### src/sv/kap_pkg.sv
// Package for the keypad alarm panel controller.
// Holds the mode, key and event codes and the state and result structs.
// Used by kap_next and keypad_alarm_panel_controller.
`default_nettype none

package kap_pkg;

  localparam int unsigned CodeW  = 14;
  localparam int unsigned CountW = 3;

  // Digits in a code; kept below 8 so the count fits its field.
  localparam logic [CountW-1:0] CODE_DIGITS = 3'd4;
  localparam logic [CodeW-1:0]  RESET_CODE  = 14'd1234;

  typedef enum logic [2:0] {
    MODE_IDLE         = 3'd0,
    MODE_ARM_ENTRY    = 3'd1,
    MODE_PROGRAM      = 3'd2,
    MODE_ZONES        = 3'd3,
    MODE_CHANGE       = 3'd4,
    MODE_ARMED        = 3'd5,
    MODE_DISARM_ENTRY = 3'd6,
    MODE_ALARMED      = 3'd7
  } mode_t;

  localparam logic [3:0] KEY_F1    = 4'd10;
  localparam logic [3:0] KEY_F2    = 4'd11;
  localparam logic [3:0] KEY_F3    = 4'd12;
  localparam logic [3:0] KEY_DIGIT_LIMIT = 4'd10;

  typedef enum logic [1:0] {
    EV_NONE    = 2'd0,
    EV_ACCEPT  = 2'd1,
    EV_REJECT  = 2'd2,
    EV_CHANGED = 2'd3
  } event_t;

  typedef struct packed {
    mode_t             mode;
    logic [CodeW-1:0]  stored_code;
    logic [CodeW-1:0]  entry_acc;
    logic [CodeW-1:0]  new_acc;
    logic [CountW-1:0] digit_count;
    logic              intrusion;
    logic [3:0]        lamps;
    logic              buzzer;
    logic              relay;
  } kap_state_t;

  typedef struct packed {
    logic [2:0]       panel_mode;
    logic [CodeW-1:0] entered_value;
    logic [1:0]       event_code;
    logic [3:0]       zone_lamps;
    logic             buzzer_drive;
    logic             alarm_relays;
  } kap_result_t;

endpackage

`default_nettype wire

### src/sv/keypad_alarm_panel_controller.sv
// Keypad alarm panel controller: top level with panel state and result buffer.
// Depends on kap_pkg and kap_next.
//
// Usage:
//   Input channel (in_*): one item per keypad/sensor scan tick, carrying the
//   key code and the eight sensor and panic bits. Accepted on a clock edge
//   with in_valid high and in_stall low.
//   Result channel (out_*): exactly one result item per input item, in order,
//   carrying the panel mode after the tick, the typed value, the event code,
//   the zone lamps, buzzer and relay drives.
//   A result is registered on out_*, or in the skid register if out_* is held.
//   Throughput: one item per cycle while in_stall is low; the panel state
//   updates in the accept cycle, so the next tick may follow immediately.
//   Stall: a result held by out_stall stays on the port; one more result is
//   kept in a skid register, and in_stall rises only when that register is
//   full. in_stall is a register output and never depends on in_valid.
//   Reset (rst_n low, synchronous): panel idle, stored code 1234, all
//   accumulators, counts, flags and drives cleared, both result slots empty.
`default_nettype none

module keypad_alarm_panel_controller (
  input  logic       clk,
  input  logic       rst_n,
  input  logic       in_valid,
  output logic       in_stall,
  input  logic [3:0] in_key_code,
  input  logic       in_door_sensor,
  input  logic       in_dining_window,
  input  logic       in_dining_motion,
  input  logic       in_kitchen_window,
  input  logic       in_kitchen_motion,
  input  logic       in_bedroom_window,
  input  logic       in_bathroom_window,
  input  logic       in_panic_button,
  output logic       out_valid,
  input  logic       out_stall,
  output logic [2:0] out_panel_mode,
  output logic [kap_pkg::CodeW-1:0] out_entered_value,
  output logic [1:0] out_event_code,
  output logic [3:0] out_zone_lamps,
  output logic       out_buzzer_drive,
  output logic       out_alarm_relays
);
  import kap_pkg::*;

  kap_state_t  state_r;
  kap_state_t  state_nxt;
  kap_result_t res_nxt;
  kap_result_t out_r;
  kap_result_t skid_r;
  logic        out_valid_r;
  logic        skid_valid_r;
  logic [3:0]  zones;
  logic        in_accept;
  logic        out_free;

  assign zones = {in_bathroom_window,
                  in_bedroom_window,
                  in_kitchen_window | in_kitchen_motion,
                  in_door_sensor | in_dining_window | in_dining_motion};

  kap_next u_next (
    .cur      (state_r),
    .key_code (in_key_code),
    .zones    (zones),
    .panic    (in_panic_button),
    .nxt      (state_nxt),
    .res      (res_nxt)
  );

  assign in_stall  = skid_valid_r;
  assign in_accept = in_valid && !skid_valid_r;
  assign out_free  = !out_valid_r || !out_stall;

  always_ff @(posedge clk) begin
    if (!rst_n) begin
      state_r.mode        <= MODE_IDLE;
      state_r.stored_code <= RESET_CODE;
      state_r.entry_acc   <= '0;
      state_r.new_acc     <= '0;
      state_r.digit_count <= '0;
      state_r.intrusion   <= 1'b0;
      state_r.lamps       <= '0;
      state_r.buzzer      <= 1'b0;
      state_r.relay       <= 1'b0;
    end else if (in_accept) begin
      state_r <= state_nxt;
    end
  end

  // Two-slot result buffer: output register plus skid register.
  always_ff @(posedge clk) begin
    if (!rst_n) begin
      out_valid_r  <= 1'b0;
      skid_valid_r <= 1'b0;
    end else if (out_free) begin
      if (skid_valid_r) begin
        out_valid_r  <= 1'b1;
        skid_valid_r <= 1'b0;
      end else begin
        out_valid_r <= in_accept;
      end
    end else if (in_accept) begin
      skid_valid_r <= 1'b1;
    end
  end

  always_ff @(posedge clk) begin
    if (out_free) begin
      if (skid_valid_r) begin
        out_r <= skid_r;
      end else if (in_accept) begin
        out_r <= res_nxt;
      end
    end else if (in_accept) begin
      skid_r <= res_nxt;
    end
  end

  assign out_valid         = out_valid_r;
  assign out_panel_mode    = out_r.panel_mode;
  assign out_entered_value = out_r.entered_value;
  assign out_event_code    = out_r.event_code;
  assign out_zone_lamps    = out_r.zone_lamps;
  assign out_buzzer_drive  = out_r.buzzer_drive;
  assign out_alarm_relays  = out_r.alarm_relays;

endmodule

`default_nettype wire

### src/sv/kap_next.sv
// Next-state and result logic for one scan tick of the alarm panel.
// Purely combinational; depends on kap_pkg for modes, codes and structs.
`default_nettype none

module kap_next (
  input  kap_pkg::kap_state_t  cur,
  input  logic [3:0]           key_code,
  input  logic [3:0]           zones,
  input  logic                 panic,
  output kap_pkg::kap_state_t  nxt,
  output kap_pkg::kap_result_t res
);
  import kap_pkg::*;

  logic              digit_ok;
  logic [CodeW-1:0]  acc_in;
  logic [CodeW-1:0]  acc_step;
  logic [CountW-1:0] cnt_step;
  logic              done;
  logic              took;
  event_t            ev;
  logic [CodeW-1:0]  shown;

  assign digit_ok = (cur.digit_count < CODE_DIGITS) && (key_code < KEY_DIGIT_LIMIT);
  assign acc_in   = (cur.mode == MODE_CHANGE) ? cur.new_acc : cur.entry_acc;
  // acc * 10 + key, kept to 14 bits
  assign acc_step = {acc_in[CodeW-4:0], 3'b000} + {acc_in[CodeW-2:0], 1'b0}
                  + {{(CodeW-4){1'b0}}, key_code};
  assign cnt_step = cur.digit_count + 3'd1;
  assign done     = (cnt_step == CODE_DIGITS);

  always_comb begin
    nxt  = cur;
    took = 1'b0;
    ev   = EV_NONE;
    unique case (cur.mode)
      MODE_IDLE: begin
        if (key_code == KEY_F1) begin
          nxt.lamps[0] = 1'b0;
          nxt.mode     = MODE_ARM_ENTRY;
        end else if (key_code == KEY_F2) begin
          nxt.lamps[0] = 1'b0;
          nxt.mode     = MODE_PROGRAM;
        end
      end
      MODE_PROGRAM: begin
        if (key_code == KEY_F1) begin
          nxt.lamps[0] = 1'b0;
          nxt.mode     = MODE_ZONES;
        end else if (key_code == KEY_F2) begin
          nxt.lamps[0] = 1'b0;
          nxt.mode     = MODE_CHANGE;
        end else if (key_code == KEY_F3) begin
          nxt.lamps[0] = 1'b0;
          nxt.mode     = MODE_IDLE;
        end
      end
      MODE_ZONES: begin
        nxt.lamps[2] = 1'b1;
        nxt.mode     = MODE_PROGRAM;
      end
      MODE_CHANGE: begin
        if (digit_ok) begin
          took            = 1'b1;
          nxt.new_acc     = acc_step;
          nxt.digit_count = cnt_step;
          if (done) begin
            nxt.stored_code = acc_step;
            nxt.new_acc     = '0;
            nxt.digit_count = '0;
            ev              = EV_CHANGED;
            nxt.mode        = MODE_PROGRAM;
          end
        end
      end
      MODE_ARM_ENTRY: begin
        if (digit_ok) begin
          took            = 1'b1;
          nxt.entry_acc   = acc_step;
          nxt.digit_count = cnt_step;
          if (done) begin
            nxt.entry_acc   = '0;
            nxt.digit_count = '0;
            nxt.intrusion   = 1'b0;
            nxt.lamps[0]    = 1'b0;
            nxt.relay       = 1'b0;
            if (acc_step == cur.stored_code) begin
              nxt.mode = MODE_ARMED;
              ev       = EV_ACCEPT;
            end else begin
              nxt.mode = MODE_IDLE;
              ev       = EV_REJECT;
            end
          end
        end
      end
      MODE_DISARM_ENTRY, MODE_ALARMED: begin
        if (digit_ok) begin
          took            = 1'b1;
          nxt.entry_acc   = acc_step;
          nxt.digit_count = cnt_step;
          if (done) begin
            nxt.entry_acc   = '0;
            nxt.digit_count = '0;
            if (acc_step == cur.stored_code) begin
              nxt.intrusion = 1'b0;
              nxt.lamps[0]  = 1'b0;
              nxt.relay     = 1'b0;
              nxt.buzzer    = 1'b0;
              nxt.mode      = MODE_IDLE;
              ev            = EV_ACCEPT;
            end else begin
              // wrong code: stay; disarm entry also drops the intrusion flag
              if (cur.mode == MODE_DISARM_ENTRY) begin
                nxt.intrusion = 1'b0;
              end
              ev = EV_REJECT;
            end
          end
        end
      end
      MODE_ARMED: begin
        if (key_code == KEY_F3) begin
          nxt.lamps[0] = 1'b0;
          nxt.mode     = MODE_DISARM_ENTRY;
        end
        // a pending intrusion wins over F3 on the same tick
        if (cur.intrusion) begin
          nxt.buzzer = 1'b1;
          nxt.relay  = 1'b1;
          nxt.mode   = MODE_ALARMED;
        end
      end
      default: begin
        nxt = cur;
      end
    endcase

    if (nxt.mode == MODE_ARMED) begin
      nxt.lamps = zones;
      if (zones != 4'd0) begin
        nxt.intrusion = 1'b1;
      end
      nxt.buzzer = panic;
    end
  end

  always_comb begin
    if (took) begin
      shown = acc_step;
    end else if (nxt.mode == MODE_CHANGE) begin
      shown = nxt.new_acc;
    end else begin
      shown = nxt.entry_acc;
    end
  end

  assign res.panel_mode    = nxt.mode;
  assign res.entered_value = shown;
  assign res.event_code    = ev;
  assign res.zone_lamps    = nxt.lamps;
  assign res.buzzer_drive  = nxt.buzzer;
  assign res.alarm_relays  = nxt.relay;

endmodule

`default_nettype wire

### config.mk
export PLATFORM = sky130hd
export DESIGN_NAME = keypad_alarm_panel_controller
export DESIGN_NICKNAME = d
export VERILOG_FILES = /design/src/sv/kap_pkg.sv /design/src/sv/keypad_alarm_panel_controller.sv /design/src/sv/kap_next.sv
export SDC_FILE = /design/constraint.sdc
export NUM_CORES = 1
export LEC_CHECK = 0
export BUFFER_PORTS_ARGS = -buffer_cell sky130_fd_sc_hd__buf_4
export CORE_MARGIN = 4
export CORE_UTILIZATION = 55
export DETAILED_ROUTE_END_ITERATION = 8
export HOLD_SLACK_MARGIN = 0.12
export PLACE_DENSITY = 0.82
export RECOVER_POWER = 25
export SLEW_MARGIN = 15
export SYNTH_ARGS = -nofsm -noshare
export SYNTH_HDL_FRONTEND = slang
export SYNTH_SLANG_ARGS = --single-unit
### constraint.sdc
create_clock -name clk -period 4.85 [get_ports clk]
set_input_delay 0.2425 -clock clk [delete_from_list [all_inputs] [get_ports clk]]
set_output_delay 0.2425 -clock clk [all_outputs]
set_load 0.005 [all_outputs]
# Word level (Yosys, flattened, before mapping)
# Cells that the tools add are included.
# W data, S select, Z words.
# totals
ff_bits,107
output_inout_bits,27
wordCells,131
# classes
n_addsub,3
n_lt_le_gt_ge,2
n_eq_ne,17
mux,63
bitwise_logic,5
n_reduce_logical,18
# ops
operator,n
$mux W14,6
$mux W17,4
$mux W25,2
$mux W3,16
$eq A3 B3 Y1 const B,7
$pmux W3 S7,1
$mux W1,16
$mux W4,4
$add A14 B14 Y14,1
$add A14 B4 Y14,1
$eq A14 B14 Y1,1
$mux W13,1
$eq A4 B4 Y1 const B,3
$mux W2,6
$pmux W3 S3,1
$eq A3 B2 Y1 const B,2
$mux W6,1
$ne A2 B1 Y1 const B,3
$pmux W1 S5,1
$reduce_and A5 Y1,1
$lt A4 B4 Y1 const B,1
$pmux W1 S2,2
$pmux W2 S2,1
$reduce_and A2 Y1,2
other kinds (17),24

# Logic depth before layout (Yosys ltp)
# depth
ltp_word,14
mapped_depth,20
ltp_nobuf,17

# Hierarchy
# Synthesis repeated with hierarchy kept, for this count alone.
# unflattened
hier_cells,718
area_unflattened_um2,6831.6
# by_module_without_submodules
module,n_inst,cells_per_inst,area_per_inst_um2,seq_area_each_um2
keypad_alarm_panel_controller,1,327,4119.0,2642.5
kap_next,1,391,2712.6,0.0

# Least setup slack after synthesis
# No wires, ideal clock.
# synth_path
path_type,register to register
start,reg state_r[53] (netlist name)
end,reg skid_r[5] (netlist name) (data pin)
t_arrival_ns,4.953
required_ns,4.590
setup_slack_ns,-0.363
path_stages_with_launch,19
path_buffers,3
cell_sequence,dfxtp_1 -> buf_4 -> nor3b_4 -> clkbuf_1 -> mux2_2 -> fa_1 -> inv_1 -> fa_1 -> nor2b_1 -> o21ai_0 -> a21oi_1 -> xor2_1 -> nor4_1 -> nand4_2 -> or2_4 -> mux2i_2 -> buf_4 -> nor3_2 -> mux2_2
# synth_rtl
item,line_no,text
start: declaration,keypad_alarm_panel_controller.sv:46,kap_state_t state_r;
start signal: assignment,keypad_alarm_panel_controller.sv:87,state_r <= state_nxt;
end signal: assignment,keypad_alarm_panel_controller.sv:116,skid_r <= res_nxt;
end: declaration,keypad_alarm_panel_controller.sv:50,kap_result_t skid_r;

# Final worst setup path
# layout_path
start,reg state_r[52] (netlist name)
end,"reg out_r, in the netlist out_zone_lamps[0] (data pin)"
# layout_between
elab_chain_cells,13
word_cells_on_any_way,37
classes_between,2 x add/sub; 9 x eq/ne; 24 x mux; 2 x reduce/logical
# layout_rtl
item,line_no,text
$eq A3 B3 Y1,"kap_next.sv:25, kap_next.sv:36",
$mux W13,kap_next.sv:25,assign acc_in = (cur.mode == MODE_CHANGE) ? cur.new_acc : cur.entry_acc;
$add A14 B14 Y14,kap_next.sv:27,"assign acc_step = {acc_in[CodeW-4:0], 3'b000} + {acc_in[CodeW-2:0], 1'b0}"
$add A14 B4 Y14,kap_next.sv:28,"+ {{(CodeW-4){1'b0}}, key_code};"
$eq A14 B14 Y1,"kap_next.sv:87, kap_next.sv:105",
"$mux W3, on equally long branches","kap_next.sv:105, kap_next.sv:87",
"$mux W3, on equally long branches","kap_next.sv:102, kap_next.sv:81",
"$mux W3, on equally long branches","kap_next.sv:98, kap_next.sv:77",
$pmux W3 S7,kap_next.sv:36,unique case (cur.mode)
$eq A3 B3 Y1,kap_next.sv:139,if (nxt.mode == MODE_ARMED) begin
$mux W6 (*),kap_next.sv:139,
$mux W25 (*),keypad_alarm_panel_controller.sv:112,end else if (in_accept) begin
$mux W25 (*),keypad_alarm_panel_controller.sv:110,if (skid_valid_r) begin
end signal: assignment,keypad_alarm_panel_controller.sv:111,out_r <= skid_r;
end signal: assignment,keypad_alarm_panel_controller.sv:113,out_r <= res_nxt;
end: declaration,keypad_alarm_panel_controller.sv:49,kap_result_t out_r;
# Every way passes the cells marked *; elsewhere a longest branch is shown, timed or not. The select of a mux whose other input is x is not followed.
# A chain may end at the register's enable or synchronous reset.

==> metrics.md <==
| Metric | Value |
|---|---|
| Count of antenna-violating nets left after detailed routing | 0 |
| Clock latency of the later-clocked register in the worst-skew pair | approximately 0.36 ns |
| Clock transition time at the flip-flop clock pins of the worst setup and hold paths | ~0.08 ns |
| Period Utilization, post-route | between 90% and 100% |
| Number of failing setup endpoints in the final timing report | 0 |
| Nature of the critical path endpoint | flop |
| Nets | around 850 |
| Leakage Power | approximately 3.2 nW |
| Relative slew slack | a little over a tenth |
| FF/Latch Area | approximately 2600 µm² |
| Wirelength, routed | between 15 and 20 mm |
| Worst stage delay on the critical path | 0.60 ns |
| Number of DRC markers after the initial detailed-route iteration | between 800 and 900 |
| DR WL/cell | 20.1 µm |
| Count leader, synth | sky130_fd_sc_hd__nand2_1 |
| TritonCTS clock tree | done |
| Mux contribution to synthesized area | a little under 5% |
| Max Cap Viol | 0 |
| Simple-gate share of the synthesized area | approximately a fifth |
| Port-buffer cells | between 40 and 50 |
| Final RePlAce weighted congestion | approximately 0.94 |
| Worst slew pin tran | approximately 1.3 ns |
| Fin Hold WS | 0.158 ns |
| Hold Crit Class | in -> reg |
| Count of boundary I/O pins | between 40 and 50 |
| Root cell of the clock tree | sky130_fd_sc_hd__clkbuf_16 |
| CP max FO | 5 |
| Final Hold Viols | 0 |
| Top cells by instance count after synthesis | sky130_fd_sc_hd__nand2_1, sky130_fd_sc_hd__dfxtp_1, sky130_fd_sc_hd__o21ai_0 |
| Antenna violations before repair | 0 |
| Share of final-layout standard cells stronger than drive strength 1 | around 28% |
| # DRC | 0 |
| Min Tclk post-route | around 4.8 ns |
| Kind of critical path | reg -> reg |
| Bufs on Longest Clock Path | 2 |
| # H-tree levels | 3 |
| Final core utilization | between 70% and 80% |
| Fill cell instance count of the final layout | about 790 |
| Share of synthesized cell area in full adder, half adder and majority cells | just over 5% |
| Cts bufs inserted | 9 |
| Post-Syn Instances | around 740 |
| Combinational family with the most area after synthesis | compound AO/OA/AOI/OAI gates |
| Top achievable clock speed | 0.209 GHz |
| Dpl hpwl | about 13 mm |
| Relative area change from synthesis to final layout | 24.2% |
| Diode count | 0 |
| Floorplan die width | between 100 and 150 µm |
| Top-area cell type share of the netlist area | between 20% and 30% |
| Number of flops mapped to enable cells by yosys | 50 |
| Combined area of the multi-input logic cells | approximately 4100 µm² |
| Die boundary height | roughly 120 µm |
| Area of the die | between 10000 and 15000 µm² |
| Number of nets in the synthesized netlist | between 700 and 800 |
| Crit path max-delay family | simple AND/OR/NAND/NOR gates |
| Sequential element share of the synthesized area | roughly two fifths |
| Average vias per placed instance | ~6.5 |
| TritonCTS sink count | ~110 |
| Ys async rst share | 0% |
| Critical path buffer and inverter count | 3 |
| Critical path arrival | 5.00 ns |
| Netlist cell types | around 70 |
| Wire length of the first global-routing pass | between 20 and 30 mm |
| Via total after detailed routing | 6223 |
| Std-Cell Rows | 39 |
| Highest ir drop seen on vdd | 141 µV |
| Synthesized area | between 6000 and 7000 µm² |
| Seq cells post-synth | 107 |
| Clk_skew | 0.00771 ns |
| Crit-path cells | nor3b_4 -> mux2_4 -> fa_1 -> inv_2 -> fa_2 -> xnor2_2 -> nor4_2 -> o2111ai_1 -> nor4_2 -> nand4_2 -> o311a_1 -> nor2_4 -> buf_12 -> clkinv_8 -> or4_4 -> a31oi_1 |
| Largest net degree at the start of global routing | 60 |
| Synth Area in XOR/XNOR | 3.64% |
| Number of detailed-route iterations in the first pass | 5 |
| Result of the run | finished clean |
| Number of global-route vias before repair | 5726 |
| Top cell by count, worst path | sky130_fd_sc_hd__nor4_2 |
| Unrepaired setup endpoints after global routing | true |
| Top area cells in the synthesized netlist | sky130_fd_sc_hd__edfxtp_1, sky130_fd_sc_hd__dfxtp_1, sky130_fd_sc_hd__nand2_1 |
| Initial cell density of the core | between 50% and 60% |
| Mean Syn Cell Area | around 8.9 µm² |
| Setup crit start kind | flop |
| Share of the synthesized area in compound gates (AO/OA/AOI/OAI) | between 20% and 30% |
| Overall Global Routing Usage | roughly 26% |
| Required time of the worst setup path | 5.06 ns |
| Total overflow reported by the global router | 0 |
| Predominant post-synthesis flop cell | sky130_fd_sc_hd__dfxtp_1 |
| Total number of yosys warnings | 0 |
| Max Transition Viols Final | 0 |
| Power density over the cells | ~270 nW/µm² |
| Top cell type by total area after synthesis | sky130_fd_sc_hd__edfxtp_1 |
| Slowest stage cell on the critical path | sky130_fd_sc_hd__fa_2 |
| Area of the core | about 12000 µm² |
-- placed cells by master, fill, tap and decap left out, types with 4 or more instances in the layout --
| cell type | instances |
|---|---|
| sky130_fd_sc_hd__dfxtp_1 | 54 |
| sky130_fd_sc_hd__nor4_4 | 8 |
| sky130_fd_sc_hd__o31ai_1 | 28 |
| sky130_fd_sc_hd__clkbuf_16 | 9 |
| sky130_fd_sc_hd__o21ai_0 | 49 |
| sky130_fd_sc_hd__ha_1 | 18 |
| sky130_fd_sc_hd__inv_1 | 10 |
| sky130_fd_sc_hd__nor2_1 | 43 |
| sky130_fd_sc_hd__and2_1 | 27 |
| sky130_fd_sc_hd__buf_12 | 5 |
| sky130_fd_sc_hd__a41oi_1 | 4 |
| sky130_fd_sc_hd__nor3_1 | 8 |
| sky130_fd_sc_hd__xor2_1 | 13 |
| sky130_fd_sc_hd__o311a_1 | 4 |
| sky130_fd_sc_hd__nand4_1 | 4 |
| sky130_fd_sc_hd__o21a_1 | 7 |
| sky130_fd_sc_hd__mux2_4 | 5 |
| sky130_fd_sc_hd__edfxtp_1 | 50 |
| sky130_fd_sc_hd__o31ai_2 | 4 |
| sky130_fd_sc_hd__buf_6 | 4 |
| sky130_fd_sc_hd__buf_4 | 69 |
| sky130_fd_sc_hd__a31oi_1 | 10 |
| sky130_fd_sc_hd__xnor2_1 | 8 |
| sky130_fd_sc_hd__a31oi_2 | 13 |
| sky130_fd_sc_hd__a21oi_1 | 30 |
| sky130_fd_sc_hd__mux2_2 | 21 |
| sky130_fd_sc_hd__inv_6 | 5 |
| sky130_fd_sc_hd__nor2b_1 | 12 |
| sky130_fd_sc_hd__a22oi_1 | 7 |
| sky130_fd_sc_hd__nand3_1 | 15 |
| sky130_fd_sc_hd__a21boi_0 | 15 |
| sky130_fd_sc_hd__nand2_1 | 120 |
| sky130_fd_sc_hd__nor4_2 | 7 |
| sky130_fd_sc_hd__o211a_1 | 5 |
| sky130_fd_sc_hd__clkbuf_4 | 24 |
| sky130_fd_sc_hd__ha_4 | 6 |
| sky130_fd_sc_hd__nand2b_1 | 4 |
| sky130_fd_sc_hd__a21oi_2 | 6 |
-- state kept, by name, summed over array words and instances (netlist names) --
name / cells
out_panel_mode: 3
out_buzzer_drive: 1
in_stall: 1
skid_r: 25
out_alarm_relays: 1
out_entered_value: 14
out_zone_lamps: 4
out_valid: 1
state_r: 55
out_event_code: 2
-- logic make-up (layout without fill, tap and decap cells) --
logic type,count (synthesis),count (layout)
flip-flops,107,107
adder cells (fa/ha/maj),26,26
AO/OA/AOI/OAI,217,217
multiplexers,29,29
AND/OR/NAND/NOR,273,273
XOR/XNOR,25,25
buffers and inverters,67,137
-- final cells by class --
type / instances / area share [%]
Clock buffer: 9 / 2.75
Clock inverter: 7 / 0.839
Inverter: 13 / 0.748
Multi-Input combinational cell: 570 / 50.4
Sequential cell: 107 / 32.3
Tap cell: 143 / 2.18
Timing Repair Buffer: 106 / 10.6
Timing Repair inverter: 2 / 0.214
-- final timing paths --
| path | start | end | slack (ns) | depth (start not counted) |
|---|---|---|---|---|
| setup / recovery | state_r[52] | out_zone_lamps[0] | 0.06 | 16 |
| hold reg to reg | state_r[48] | state_r[48] | 0.48 | 2 |
| setup reg to reg | state_r[52] | out_zone_lamps[0] | 0.06 | 16 |
| hold / removal | in_bathroom_window | state_r[5] | 0.16 | 2 |
-- worst register-to-register path: cells and delay by family, from the launching register on --
kind / cells / cell delay [ns]
XOR/XNOR: 1 / 0.07
buffers and inverters: 3 / 0.27
adder cells (fa/ha/maj): 2 / 1.15
AND/OR/NAND/NOR: 6 / 1.64
AO/OA/AOI/OAI: 3 / 0.81
multiplexers: 1 / 0.36
flip-flops: 1 / 0.34
-- per-stage QoR --
stage / cells / area (µm²) / TNS, ns / total power, mW / setup slack, ns
after detailed placement: 934 / 7390 / -0.100 / 1.40 / -0.0664
after CTS: 950 / 7700 / 0 / 2.12 / 0.00844
after global routing: 957 / 8200 / -1.24 / 2.27 / -0.0904
after global placement: 934 / 7390 / 0 / 1.39 / 0.0643
final: 957 / 8200 / 0 / 2.20 / 0.0622
after floorplan: 744 / 6670 / 0 / 1.26 / 0.00229
-- routing by layer --
layer  GRT usage, %  part of all wire [%]  up-vias
met3           4.32                   8.7       39
met1           36.1                    42     2981
met5              0                     0        -
met2           41.1                    47      337
met4           7.69                   2.0        0
li1               -                     -     2866
-- report_power, final --
part	switching, mW	leakage (nW)	total (mW)	internal [mW]
combinational	0.267	2.12	0.458	0.191
sequential	0.0143	0.949	1.01	0.991
clock	0.376	0.144	0.738	0.362
-- what timing repair did --
item	CTS	global route
cloned	0	2
buffers inserted	0	6
hold buffers	0	0
resized for setup	3	79
pin swaps	1	22
setup endpoints to repair	18	47
No activity file was read; power rests on OpenSTA's default activity.
